$ cat config.mk
export PLATFORM = sky130hd
export DESIGN_NAME = pvp_vertex_gen
export DESIGN_NICKNAME = d
export VERILOG_FILES = /design/src/rtl/pvp_pkg.sv /design/src/rtl/pvp_vertex_gen.sv
export SDC_FILE = /design/constraint.sdc
export NUM_CORES = 1
export LEC_CHECK = 0
export BUFFER_PORTS_ARGS = -buffer_cell sky130_fd_sc_hd__buf_4
export CAP_MARGIN = 40
export CORE_UTILIZATION = 44
export DETAILED_ROUTE_END_ITERATION = 10
export PLACE_DENSITY = 0.67
export SLEW_MARGIN = 20
export SYNTH_ARGS = -nofsm -noshare
export SYNTH_HDL_FRONTEND = slang
export SYNTH_SLANG_ARGS = --single-unit
export TNS_END_PERCENT = 50
$ cat constraint.sdc
create_clock -name aclk -period 2.7 [get_ports aclk]
set_clock_uncertainty 0.1 [all_clocks]
set_input_delay 0 -clock aclk [delete_from_list [all_inputs] [get_ports aclk]]
set_output_delay 0 -clock aclk [all_outputs]
set_load 0.005 [all_outputs]
$ cat src/rtl/pvp_pkg.sv
// Shared types, constants and the vertex table function for the polygon vertex projector.
`timescale 1ns / 1ps
`default_nettype none
package pvp_pkg;

    localparam int COEF_W     = 21;
    localparam int CFG_W      = 63;
    localparam int CFG_ADDR_W = 3;
    localparam int WIN_W      = 12;
    localparam int SCR_W      = 16;
    localparam int VNUM_W     = 5;
    localparam int QBITS      = 16;

    localparam int TRI_SIDES  = 3;
    localparam int QUAD_SIDES = 4;
    localparam int PENT_SIDES = 5;

    localparam logic [WIN_W-1:0] WIN_W_RESET = 12'd800;
    localparam logic [WIN_W-1:0] WIN_H_RESET = 12'd600;

    localparam longint ONE_Q30     = 64'sd1073741824;
    localparam longint HALF_PI_Q30 = 64'sd1686629713;

    typedef enum logic [CFG_ADDR_W-1:0] {
        CFG_COL_X = 3'd0,
        CFG_COL_Y = 3'd1,
        CFG_COL_W = 3'd2,
        CFG_WIN_W = 3'd3,
        CFG_WIN_H = 3'd4
    } cfg_reg_t;

    typedef enum logic [1:0] {
        SHAPE_TRI    = 2'd0,
        SHAPE_QUAD   = 2'd1,
        SHAPE_PENT   = 2'd2,
        SHAPE_CIRCLE = 2'd3
    } shape_t;

    typedef enum logic {
        SEQ_IDLE = 1'b0,
        SEQ_RUN  = 1'b1
    } seq_state_t;

    // Sideband that travels with each vertex down the pipe.
    typedef struct packed {
        logic              valid;
        logic              zero;
        logic [VNUM_W-1:0] vnum;
        logic              last;
    } vtx_tag_t;

    // Halve a Q30 value and round to frac bits, half away from zero.
    function automatic longint half_to_q(longint v, int frac);
        longint m;
        int     sh;
        sh = 31 - frac;
        m  = (v < 0) ? -v : v;
        m  = (m + (64'sd1 <<< (sh - 1))) >>> sh;
        return (v < 0) ? -m : m;
    endfunction

    // Unit-circle vertex at angle ang (full turn = 2^32), radius 0.5.
    // Only evaluated on constants to build the vertex tables.
    function automatic logic [127:0] unit_vertex(logic [31:0] ang, int frac);
        longint unsigned u;
        longint x, x2, t, s, c, cs, sn;
        logic [1:0] q;
        q  = ang[31:30];
        u  = 64'(ang[29:0]);
        u  = (u * 64'(HALF_PI_Q30)) >> 30;
        x  = longint'(u);
        x2 = (x * x) >>> 30;
        t  = ONE_Q30;
        t  = ONE_Q30 - ((x2 * t) >>> 30) / 110;
        t  = ONE_Q30 - ((x2 * t) >>> 30) / 72;
        t  = ONE_Q30 - ((x2 * t) >>> 30) / 42;
        t  = ONE_Q30 - ((x2 * t) >>> 30) / 20;
        t  = ONE_Q30 - ((x2 * t) >>> 30) / 6;
        s  = (x * t) >>> 30;
        t  = ONE_Q30;
        t  = ONE_Q30 - ((x2 * t) >>> 30) / 132;
        t  = ONE_Q30 - ((x2 * t) >>> 30) / 90;
        t  = ONE_Q30 - ((x2 * t) >>> 30) / 56;
        t  = ONE_Q30 - ((x2 * t) >>> 30) / 30;
        t  = ONE_Q30 - ((x2 * t) >>> 30) / 12;
        t  = ONE_Q30 - ((x2 * t) >>> 30) / 2;
        c  = t;
        case (q)
            2'd0: begin cs = c;  sn = s;  end
            2'd1: begin cs = -s; sn = c;  end
            2'd2: begin cs = -c; sn = -s; end
            default: begin cs = s; sn = -c; end
        endcase
        return {half_to_q(cs, frac), half_to_q(sn, frac)};
    endfunction

endpackage
`default_nettype wire

$ cat src/rtl/pvp_vertex_gen.sv
// Shape sequencer and local vertex lookup: one vertex per enabled cycle.
`timescale 1ns / 1ps
`default_nettype none
module pvp_vertex_gen #(
    parameter int MAX_SIDES = 32,
    parameter int FRAC_BITS = 16,
    localparam int VW       = FRAC_BITS + 2,
    localparam int CNT_W    = $clog2(MAX_SIDES)
) (
    input  wire logic                 aclk,
    input  wire logic                 aresetn,
    input  wire logic                 en,
    input  wire logic                 s_valid,
    output logic                      s_ready,
    input  wire pvp_pkg::shape_t      s_kind,
    output logic signed [VW-1:0]      v_x,
    output logic signed [VW-1:0]      v_y,
    output pvp_pkg::vtx_tag_t         v_tag
);
    import pvp_pkg::*;

    localparam logic signed [VW-1:0] HALF = VW'(1) <<< (FRAC_BITS - 1);

    logic signed [VW-1:0] circ_x [MAX_SIDES];
    logic signed [VW-1:0] circ_y [MAX_SIDES];
    logic signed [VW-1:0] tri_x  [TRI_SIDES];
    logic signed [VW-1:0] tri_y  [TRI_SIDES];
    logic signed [VW-1:0] pent_x [PENT_SIDES];
    logic signed [VW-1:0] pent_y [PENT_SIDES];

    seq_state_t        state_reg, state_next;
    shape_t            kind_reg, kind_next;
    logic [CNT_W-1:0]  cnt_reg, cnt_next;
    logic [CNT_W-1:0]  last_idx;
    logic              is_last;
    logic              issue;
    logic signed [VW-1:0] vx_sel, vy_sel;
    logic signed [VW-1:0] vx_reg, vy_reg;
    vtx_tag_t          tag_reg;

    for (genvar j = 0; j < MAX_SIDES; j++) begin : g_circ
        localparam logic [63:0]  JS  = 64'(j) << 32;
        localparam logic [31:0]  ANG = 32'h4000_0000 + 32'(JS / MAX_SIDES);
        localparam logic [127:0] V   = unit_vertex(ANG, FRAC_BITS);
        assign circ_x[j] = V[64 +: VW];
        assign circ_y[j] = V[0 +: VW];
    end

    for (genvar j = 0; j < TRI_SIDES; j++) begin : g_tri
        localparam logic [63:0]  JS  = 64'(j) << 32;
        localparam logic [31:0]  ANG = 32'h4000_0000 + 32'(JS / TRI_SIDES);
        localparam logic [127:0] V   = unit_vertex(ANG, FRAC_BITS);
        assign tri_x[j] = V[64 +: VW];
        assign tri_y[j] = V[0 +: VW];
    end

    for (genvar j = 0; j < PENT_SIDES; j++) begin : g_pent
        localparam logic [63:0]  JS  = 64'(j) << 32;
        localparam logic [31:0]  ANG = 32'h4000_0000 + 32'(JS / PENT_SIDES);
        localparam logic [127:0] V   = unit_vertex(ANG, FRAC_BITS);
        assign pent_x[j] = V[64 +: VW];
        assign pent_y[j] = V[0 +: VW];
    end

    always_comb begin
        case (kind_reg)
            SHAPE_TRI:  last_idx = CNT_W'(TRI_SIDES - 1);
            SHAPE_QUAD: last_idx = CNT_W'(QUAD_SIDES - 1);
            SHAPE_PENT: last_idx = CNT_W'(PENT_SIDES - 1);
            default:    last_idx = CNT_W'(MAX_SIDES - 1);
        endcase
    end

    assign is_last = (cnt_reg == last_idx);

    // next state
    always_comb begin
        state_next = state_reg;
        case (state_reg)
            SEQ_IDLE: if (s_valid) begin
                state_next = SEQ_RUN;
            end
            SEQ_RUN: if (en && is_last) begin
                state_next = SEQ_IDLE;
            end
            default: state_next = SEQ_IDLE;
        endcase
    end

    // outputs
    always_comb begin
        s_ready = 1'b0;
        issue   = 1'b0;
        case (state_reg)
            SEQ_IDLE: s_ready = 1'b1;
            SEQ_RUN:  issue   = en;
            default: begin
                s_ready = 1'b0;
                issue   = 1'b0;
            end
        endcase
    end

    always_comb begin
        kind_next = kind_reg;
        cnt_next  = cnt_reg;
        if (s_valid && s_ready) begin
            kind_next = s_kind;
            cnt_next  = '0;
        end else if (issue) begin
            cnt_next = cnt_reg + CNT_W'(1);
        end
    end

    always_comb begin
        case (kind_reg)
            SHAPE_TRI: begin
                vx_sel = tri_x[cnt_reg[1:0]];
                vy_sel = tri_y[cnt_reg[1:0]];
            end
            SHAPE_QUAD: begin
                vx_sel = (cnt_reg == CNT_W'(0) || cnt_reg == CNT_W'(3)) ? HALF : -HALF;
                vy_sel = (cnt_reg < CNT_W'(2)) ? HALF : -HALF;
            end
            SHAPE_PENT: begin
                vx_sel = pent_x[cnt_reg[2:0]];
                vy_sel = pent_y[cnt_reg[2:0]];
            end
            default: begin
                vx_sel = circ_x[cnt_reg];
                vy_sel = circ_y[cnt_reg];
            end
        endcase
    end

    always_ff @(posedge aclk) begin
        if (!aresetn) begin
            state_reg <= SEQ_IDLE;
            kind_reg  <= SHAPE_TRI;
            cnt_reg   <= '0;
            tag_reg   <= '0;
        end else begin
            state_reg <= state_next;
            kind_reg  <= kind_next;
            cnt_reg   <= cnt_next;
            if (en) begin
                // valid, zero, vnum, last
                tag_reg <= {(state_reg == SEQ_RUN), 1'b0, VNUM_W'(cnt_reg), is_last};
            end
        end
    end

    always_ff @(posedge aclk) begin
        if (en) begin
            vx_reg <= vx_sel;
            vy_reg <= vy_sel;
        end
    end

    assign v_x   = vx_reg;
    assign v_y   = vy_reg;
    assign v_tag = tag_reg;

endmodule
`default_nettype wire

==> qor.yml, run 1 <==
status: "complete, no violations"
syn-cell-area_sq_mm: 0.00350
coreArea_sq_mm: 0.00769
ys.flop_type: "edfxtp_1"
drt-vias-per-instance: 6.21
yosys_warnings: 0
synth_top_area_share_pct: 29.2
portBuffers: 49
path_clk_slew_ps: 90
wirelength_microns: 10600
area_delta_synth_final_pct: 17.8
clock-sinks: 49
critPathArrivalTime_ps: 2620
timing.final.max_slew_violations: 0
dp_hpwl_microns: 7480
post_route_cells_drive_above_1_share_pct: 20.3
grt_use_total_pct: 26.0
synth-seq-cells: 49
period_needed_ps: 2520
gp_congestion: 0.989
grt_max_degree: 48
grt_antenna_before_repair: 0
syn-num-nets: 415
chipHeight_microns: 91.1
postSynth.asyncResetShare_pct: 0
syn_avg_cell_area_sq_um: 8.78
grt_pass1_wl_microns: 17000
cts_buffer_depth: 2
synth_edf_count: 34
ys_seq_area_share_pct: 37.8
first_pass_iters: 8
drv_cap: 0
yosysTopAreaCell: "edfxtp_1"
drtAntennaViolNets: 0
htree_levels: 2
rsz0062_at_grt: "no"
start_kind: "register"
slew_headroom_pct: 57.0
start_util_pct: 45.5
critPathKind: "register to register"
period_share_pct: 93.5
grt_remaining_overflow: 0
insertion_delay_ps: 300
hold_slack_ps: 137
setup_tns_ps: 0
critPathMaxFanout: 23
hold_violations: 0
ys_top_cells_by_area: "edfxtp_1, dfxtp_1, mux2i_1, o21ai_0, nor2_1"
post-cts-setup-buffers: 0
p_leak_nw: 1.61
end_kind: "register"
rows: 32
fmax_mhz: 396
drc: 0
die_area_sq_mm: 0.00831
hp-class: "primary input to register"
post_synth_num_cell_types: 60
synth_cells: 398
die_x_microns: 91.1
ios: 51
first_iter_violations: 420
wl_per_cell_microns: 19.4
ir_drop_uv: 201
tightestPinTransition_ps: 644
critical_path_required_ps: 2800
cts_buffers: 5
n_antenna_cell: 0
cts_tree: "built"
grt_pass1_vias: 3123
power_density_mw_per_mm2: 394
vias: 3385
fin_nets: 459
setup_violations: 0
cts_root_buf: "clkbuf_8"
==> cells by family (layout without fill, tap and decap cells) <==
group | after synthesis | in the layout | share of synthesized area (%)
AO/OA/AOI/OAI | 134 | 134 | 25.5
AND/OR/NAND/NOR | 126 | 126 | 17.9
buffers and inverters | 54 | 99 | 7.98
flip-flops | 49 | 49 | 37.8
multiplexers | 17 | 17 | 5.26
adder cells (fa/ha/maj) | 11 | 11 | 3.94
XOR/XNOR | 6 | 6 | 1.50
other | 1 | 1 | 0.107
==> placed cells by master (no fill, tap or decap), types with 4 or more instances in the layout <==
master	instances
a211oi_1	5
a21o_1	4
a21oi_1	27
a221oi_1	7
a2bb2oi_1	4
a31oi_1	6
buf_4	72
clkbuf_8	6
dfxtp_1	14
dlygate4sd3_1	7
edfxtp_1	34
ha_1	10
inv_1	10
mux2i_1	15
nand2_1	19
nand2b_1	13
nand3_1	13
nor2_1	39
nor2b_1	18
nor3_1	10
o211ai_1	7
o21ai_0	30
o21ai_1	4
o22ai_1	5
o31ai_1	6
==> worst max-delay path, stage by stage, from the launching register on <==
cell           delay (ps)
dfxtp_1               350
buf_4                 270
ha_2                  400
inv_1                  80
ha_1                  310
mux2i_1               150
nor2_1                 50
o21a_1                170
dlygate4sd3_1         540
==> per-layer routing <==
layer / GRT usage, % / up-vias / part of all wire (%)
met1: 36.3 / 1601 / 44
li1: - / 1566 / -
met5: 0 / - / 0
met3: 3.69 / 33 / 8.4
met2: 40.3 / 185 / 45
met4: 10.8 / 0 / 3.3
==> final cells by class <==
type | count | area (sq um)
inverters | 12 | 45.0
flip-flops and latches | 49 | 1320
repair buffers | 79 | 611
well taps | 102 | 128
clock buffers | 8 | 113
fillers | 740 | 3570
multi-input cells | 295 | 1900
==> cell usage after synthesis (2+ instances only) <==
cell / n
nor2_1: 39
edfxtp_1: 34
o21ai_0: 30
a21oi_1: 27
nand2_1: 19
nor2b_1: 18
buf_2: 16
dfxtp_1: 15
mux2i_1: 15
clkbuf_1: 14
nand2b_1: 13
nand3_1: 13
ha_1: 11
inv_1: 10
nor3_1: 10
buf_4: 9
a221oi_1: 7
o211ai_1: 7
a31oi_1: 6
o31ai_1: 6
a211oi_1: 5
o22ai_1: 5
a21o_1: 4
a2bb2oi_1: 4
o21ai_1: 4
a221o_1: 3
and2_1: 3
buf_6: 3
o221ai_1: 3
o2bb2ai_1: 3
xnor2_1: 3
xor2_1: 3
a211o_1: 2
a222oi_1: 2
a32oi_1: 2
nor3b_1: 2
o21a_1: 2
o21bai_1: 2
o32ai_1: 2
or2_2: 2
==> metrics by stage <==
| step | power [mW] | util, % | instance area [sq um] | worst slack, ps | instances |
|---|---|---|---|---|---|
| 6_report | 1.62 | 53.5 | 4120 | 175 | 545 |
| 5_1_grt | 1.69 | 53.5 | 4120 | 29.6 | 545 |
| 4_1_cts | 1.63 | 53.5 | 4110 | 61.0 | 545 |
| 3_5_place_dp | 1.11 | 51.1 | 3930 | 380 | 530 |
| 3_3_place_gp | 1.11 | 51.1 | 3930 | 370 | 530 |
| 2_1_floorplan | 1.00 | - | 3500 | 257 | 398 |
==> report_power, final <==
| group | total (mW) | internal [mW] | switching [mW] | leakage [nW] |
|---|---|---|---|---|
| clock | 0.521 | 0.269 | 0.252 | 0.0596 |
| sequential | 0.858 | 0.839 | 0.0183 | 0.469 |
| combinational | 0.245 | 0.110 | 0.135 | 1.08 |
| total | 1.62 | 1.22 | 0.405 | 1.61 |
==> final timing paths <==
kind / slack, ps / to / depth (start not counted) / from
max reg2reg: 180 / cnt_reg[2]$_SDFFE_PP0P_ / 8 / cnt_reg[0]$_SDFFE_PP0P_
min reg2reg: 430 / v_tag[4]$_SDFFE_PN0P_ / 2 / v_tag[4]$_SDFFE_PN0P_
min: 140 / v_y[9]$_DFFE_PP_ / 1 / en
max: 180 / cnt_reg[2]$_SDFFE_PP0P_ / 8 / cnt_reg[0]$_SDFFE_PP0P_
==> timing repair <==
item / in CTS / in global routing
hold buffers: 7 / 0
setup endpoints to repair: 0 / 1
gates resized for setup: 0 / 1
hold endpoints to repair: 15 / 0
Note: power is estimated with default switching activity, not from simulation.
==> run 2, diff against run 1 <==
--- a/config.mk
+++ b/config.mk
@@ -10,6 +10,7 @@
 export CORE_UTILIZATION = 44
 export DETAILED_ROUTE_END_ITERATION = 10
 export PLACE_DENSITY = 0.67
+export SETUP_SLACK_MARGIN = 0.5
 export SLEW_MARGIN = 20
 export SYNTH_ARGS = -nofsm -noshare
 export SYNTH_HDL_FRONTEND = slang
==> qor.yml, run 2 (synthesis results as in run 1) <==
cp_top_family: "multiplexers"  # was buffers and inverters
hp-class: "primary input to register"  # unchanged
critical_path.max_stage_delay_ps: 480  # was 540 ps
insertion_delay_ps: 310  # was 300 ps
n_antenna_cell: 0  # unchanged
swShare_pct: 25.0  # about the same
wirelength_microns: 10400  # was 10,600 microns
tightestPinTransition_ps: 595  # was 644 ps
grt_max_degree: 56  # was 48
slowest_stage: "mux4_2"  # was dlygate4sd3_1
first_pass_iters: 5  # was 8
path_depth: 6  # was 8
final_common_cell: "buf_4"  # unchanged
comb_power_share_pct: 15.3  # was 15.1%
die_x_microns: 91.1  # unchanged
pwr-share-clk_pct: 32.2  # was 32.1%
grt_antenna_before_repair: 0  # unchanged
setup_violations: 0  # unchanged
ir_drop_uv: 200  # was 201 uV
coreArea_sq_mm: 0.00769  # unchanged
path_clk_slew_ps: 100  # was 90 ps
reg2regPathDepth: 6  # was 8
cts_tree: "built"  # unchanged
end_kind: "register"  # unchanged
cp_cell_sequence: "buf_4 -> ha_4 -> or2b_2 -> o21ai_1 -> mux4_2 -> a31o_1"  # was buf_4 -> ha_2 -> inv_1 -> ha_1 -> mux2i_1 -> nor2_1 -> o21a_1 -> dlygate4sd3_1
portBuffers: 49  # unchanged
first_iter_violations: 353  # was 420
grt_remaining_overflow: 0  # unchanged
critical_path_buf_inv_count: 1  # was 3
fillers: 752  # was 740
multiInputGateArea_sq_mm: 0.00194  # was 0.00190 sq mm
vias: 3304  # was 3,385
area_delta_synth_final_pct: 18.4  # was 17.8%
rows: 32  # unchanged
post-cts-setup-buffers: 0  # unchanged
hold_violations: 0  # unchanged
min_from: "en"  # unchanged
drc: 0  # unchanged
hold_slack_ps: 116  # was 137 ps
regArea_sq_mm: 0.00133  # was 0.00132 sq mm
die_area_sq_mm: 0.00831  # unchanged
post_route_cells_drive_above_1_share_pct: 20.6  # was 20.3%
p_leak_nw: 1.58  # was 1.61 nW
rrSetupSlack_ps: 540  # was 180 ps
htree_levels: 2  # unchanged
regToRegStartpoint: "cnt_reg[1]$_SDFFE_PP0P_"  # was cnt_reg[0]$_SDFFE_PP0P_
critPathKind: "register to register"  # unchanged
slew_headroom_pct: 60.4  # was 57.0%
rsz0062_at_grt: "yes"  # was no
drv_cap: 0  # unchanged
r2r_end: "v_x[7]$_DFFE_PP_"  # was cnt_reg[2]$_SDFFE_PP0P_
period_share_pct: 79.9  # was 93.5%
min_to: "v_y[6]$_DFFE_PP_"  # was v_y[9]$_DFFE_PP_
clock-sinks: 49  # unchanged
critPathMaxFanout: 21  # was 23
grt_pass1_wl_microns: 16400  # was 17,000 microns
setup_tns_ps: 0  # unchanged
cts_buffers: 5  # unchanged
power_density_mw_per_mm2: 396  # was 394 mW/mm^2
hold_depth: 1  # unchanged
final_cell_mix: "buf_4, nor2_1, edfxtp_1"  # unchanged
cts_root_buf: "clkbuf_8"  # unchanged
chipHeight_microns: 91.1  # unchanged
start_util_pct: 45.5  # unchanged
fin_area_sq_mm: 0.00414  # was 0.00412 sq mm
status: "complete, no violations"  # unchanged
critPathArrivalTime_ps: 2120  # was 2620 ps
p_int_mw: 1.23  # was 1.22 mW
ios: 51  # unchanged
cts_buffer_depth: 2  # unchanged
drtAntennaViolNets: 0  # unchanged
fin_nets: 453  # was 459
start_kind: "register"  # unchanged
gp_congestion: 0.948  # was 0.989
drt-vias-per-instance: 6.13  # was 6.21
grt_pass1_vias: 3086  # was 3,123
p_switching_uw: 410  # was 405 uW
dp_hpwl_microns: 7130  # was 7480 microns
timing.final.max_slew_violations: 0  # unchanged
period_needed_ps: 2160  # was 2520 ps
post_dp_cell_area_sq_mm: 0.00393  # about the same
fmax_mhz: 463  # was 396 MHz
wl_per_cell_microns: 19.2  # was 19.4 microns
critical_path_required_ps: 2670  # was 2800 ps
seqPwrFrac_pct: 52.5  # was 52.8%
grt_use_total_pct: 25.2  # was 26.0%
-- run 2: power by group through the flow --
stage          sequential, mW  clock [mW]  combinational, mW
6_report                0.860       0.528              0.250
4_1_cts                 0.861       0.534              0.241
3_3_place_gp            0.877           0              0.232
2_1_floorplan           0.873           0              0.132
5_1_grt                 0.864       0.558              0.272
3_5_place_dp            0.879           0              0.232
-- run 2: layout make-up --
type	instances	area share (%)
multi-input cells	295	46.8
inverters	12	1.21
clock buffers	6	1.75
well taps	102	3.08
repair buffers	73	14.2
flip-flops and latches	49	32.1
clock inverters	2	0.816
-- run 2: worst max-delay path by stage --
stage                             from                to  slack [ps]
6_report       cnt_reg[1]$_SDFFE_PP0P_  v_x[7]$_DFFE_PP_         540
5_1_grt        cnt_reg[1]$_SDFFE_PP0P_  v_x[1]$_DFFE_PP_         480
4_1_cts        cnt_reg[0]$_SDFFE_PP0P_  v_x[7]$_DFFE_PP_         510
3_5_place_dp   cnt_reg[0]$_SDFFE_PP0P_  v_x[7]$_DFFE_PP_         360
3_3_place_gp   cnt_reg[0]$_SDFFE_PP0P_  v_x[7]$_DFFE_PP_         380
2_1_floorplan  cnt_reg[0]$_SDFFE_PP0P_  v_x[5]$_DFFE_PP_         530
-- run 2: repair_timing --
action | in CTS | in global routing
resized for setup | 4 | 6
hold buffers | 5 | 0
endpoints found under the setup margin | 9 | 5
pin swaps | 0 | 0
hold endpoints to repair | 15 | 0
-- run 2: metrics by stage --
stage | total power [mW] | util, % | std cells | worst slack, ps
after floorplan | 1.00 | - | 398 | 526
after CTS | 1.64 | 53.4 | 539 | 506
after global placement | 1.11 | 51.2 | 526 | 378
final | 1.64 | 53.8 | 539 | 542
after detailed placement | 1.11 | 51.2 | 526 | 356
after global routing | 1.69 | 53.8 | 539 | 483
-- run 2: routing by layer --
metal,part of all wire [%],up-vias,global-route usage [%]
met3,7.5,26,4.36
met1,44,1574,34.7
li1,-,1538,-
met5,0,-,0
met4,2.9,0,9.13
met2,45,166,39.7
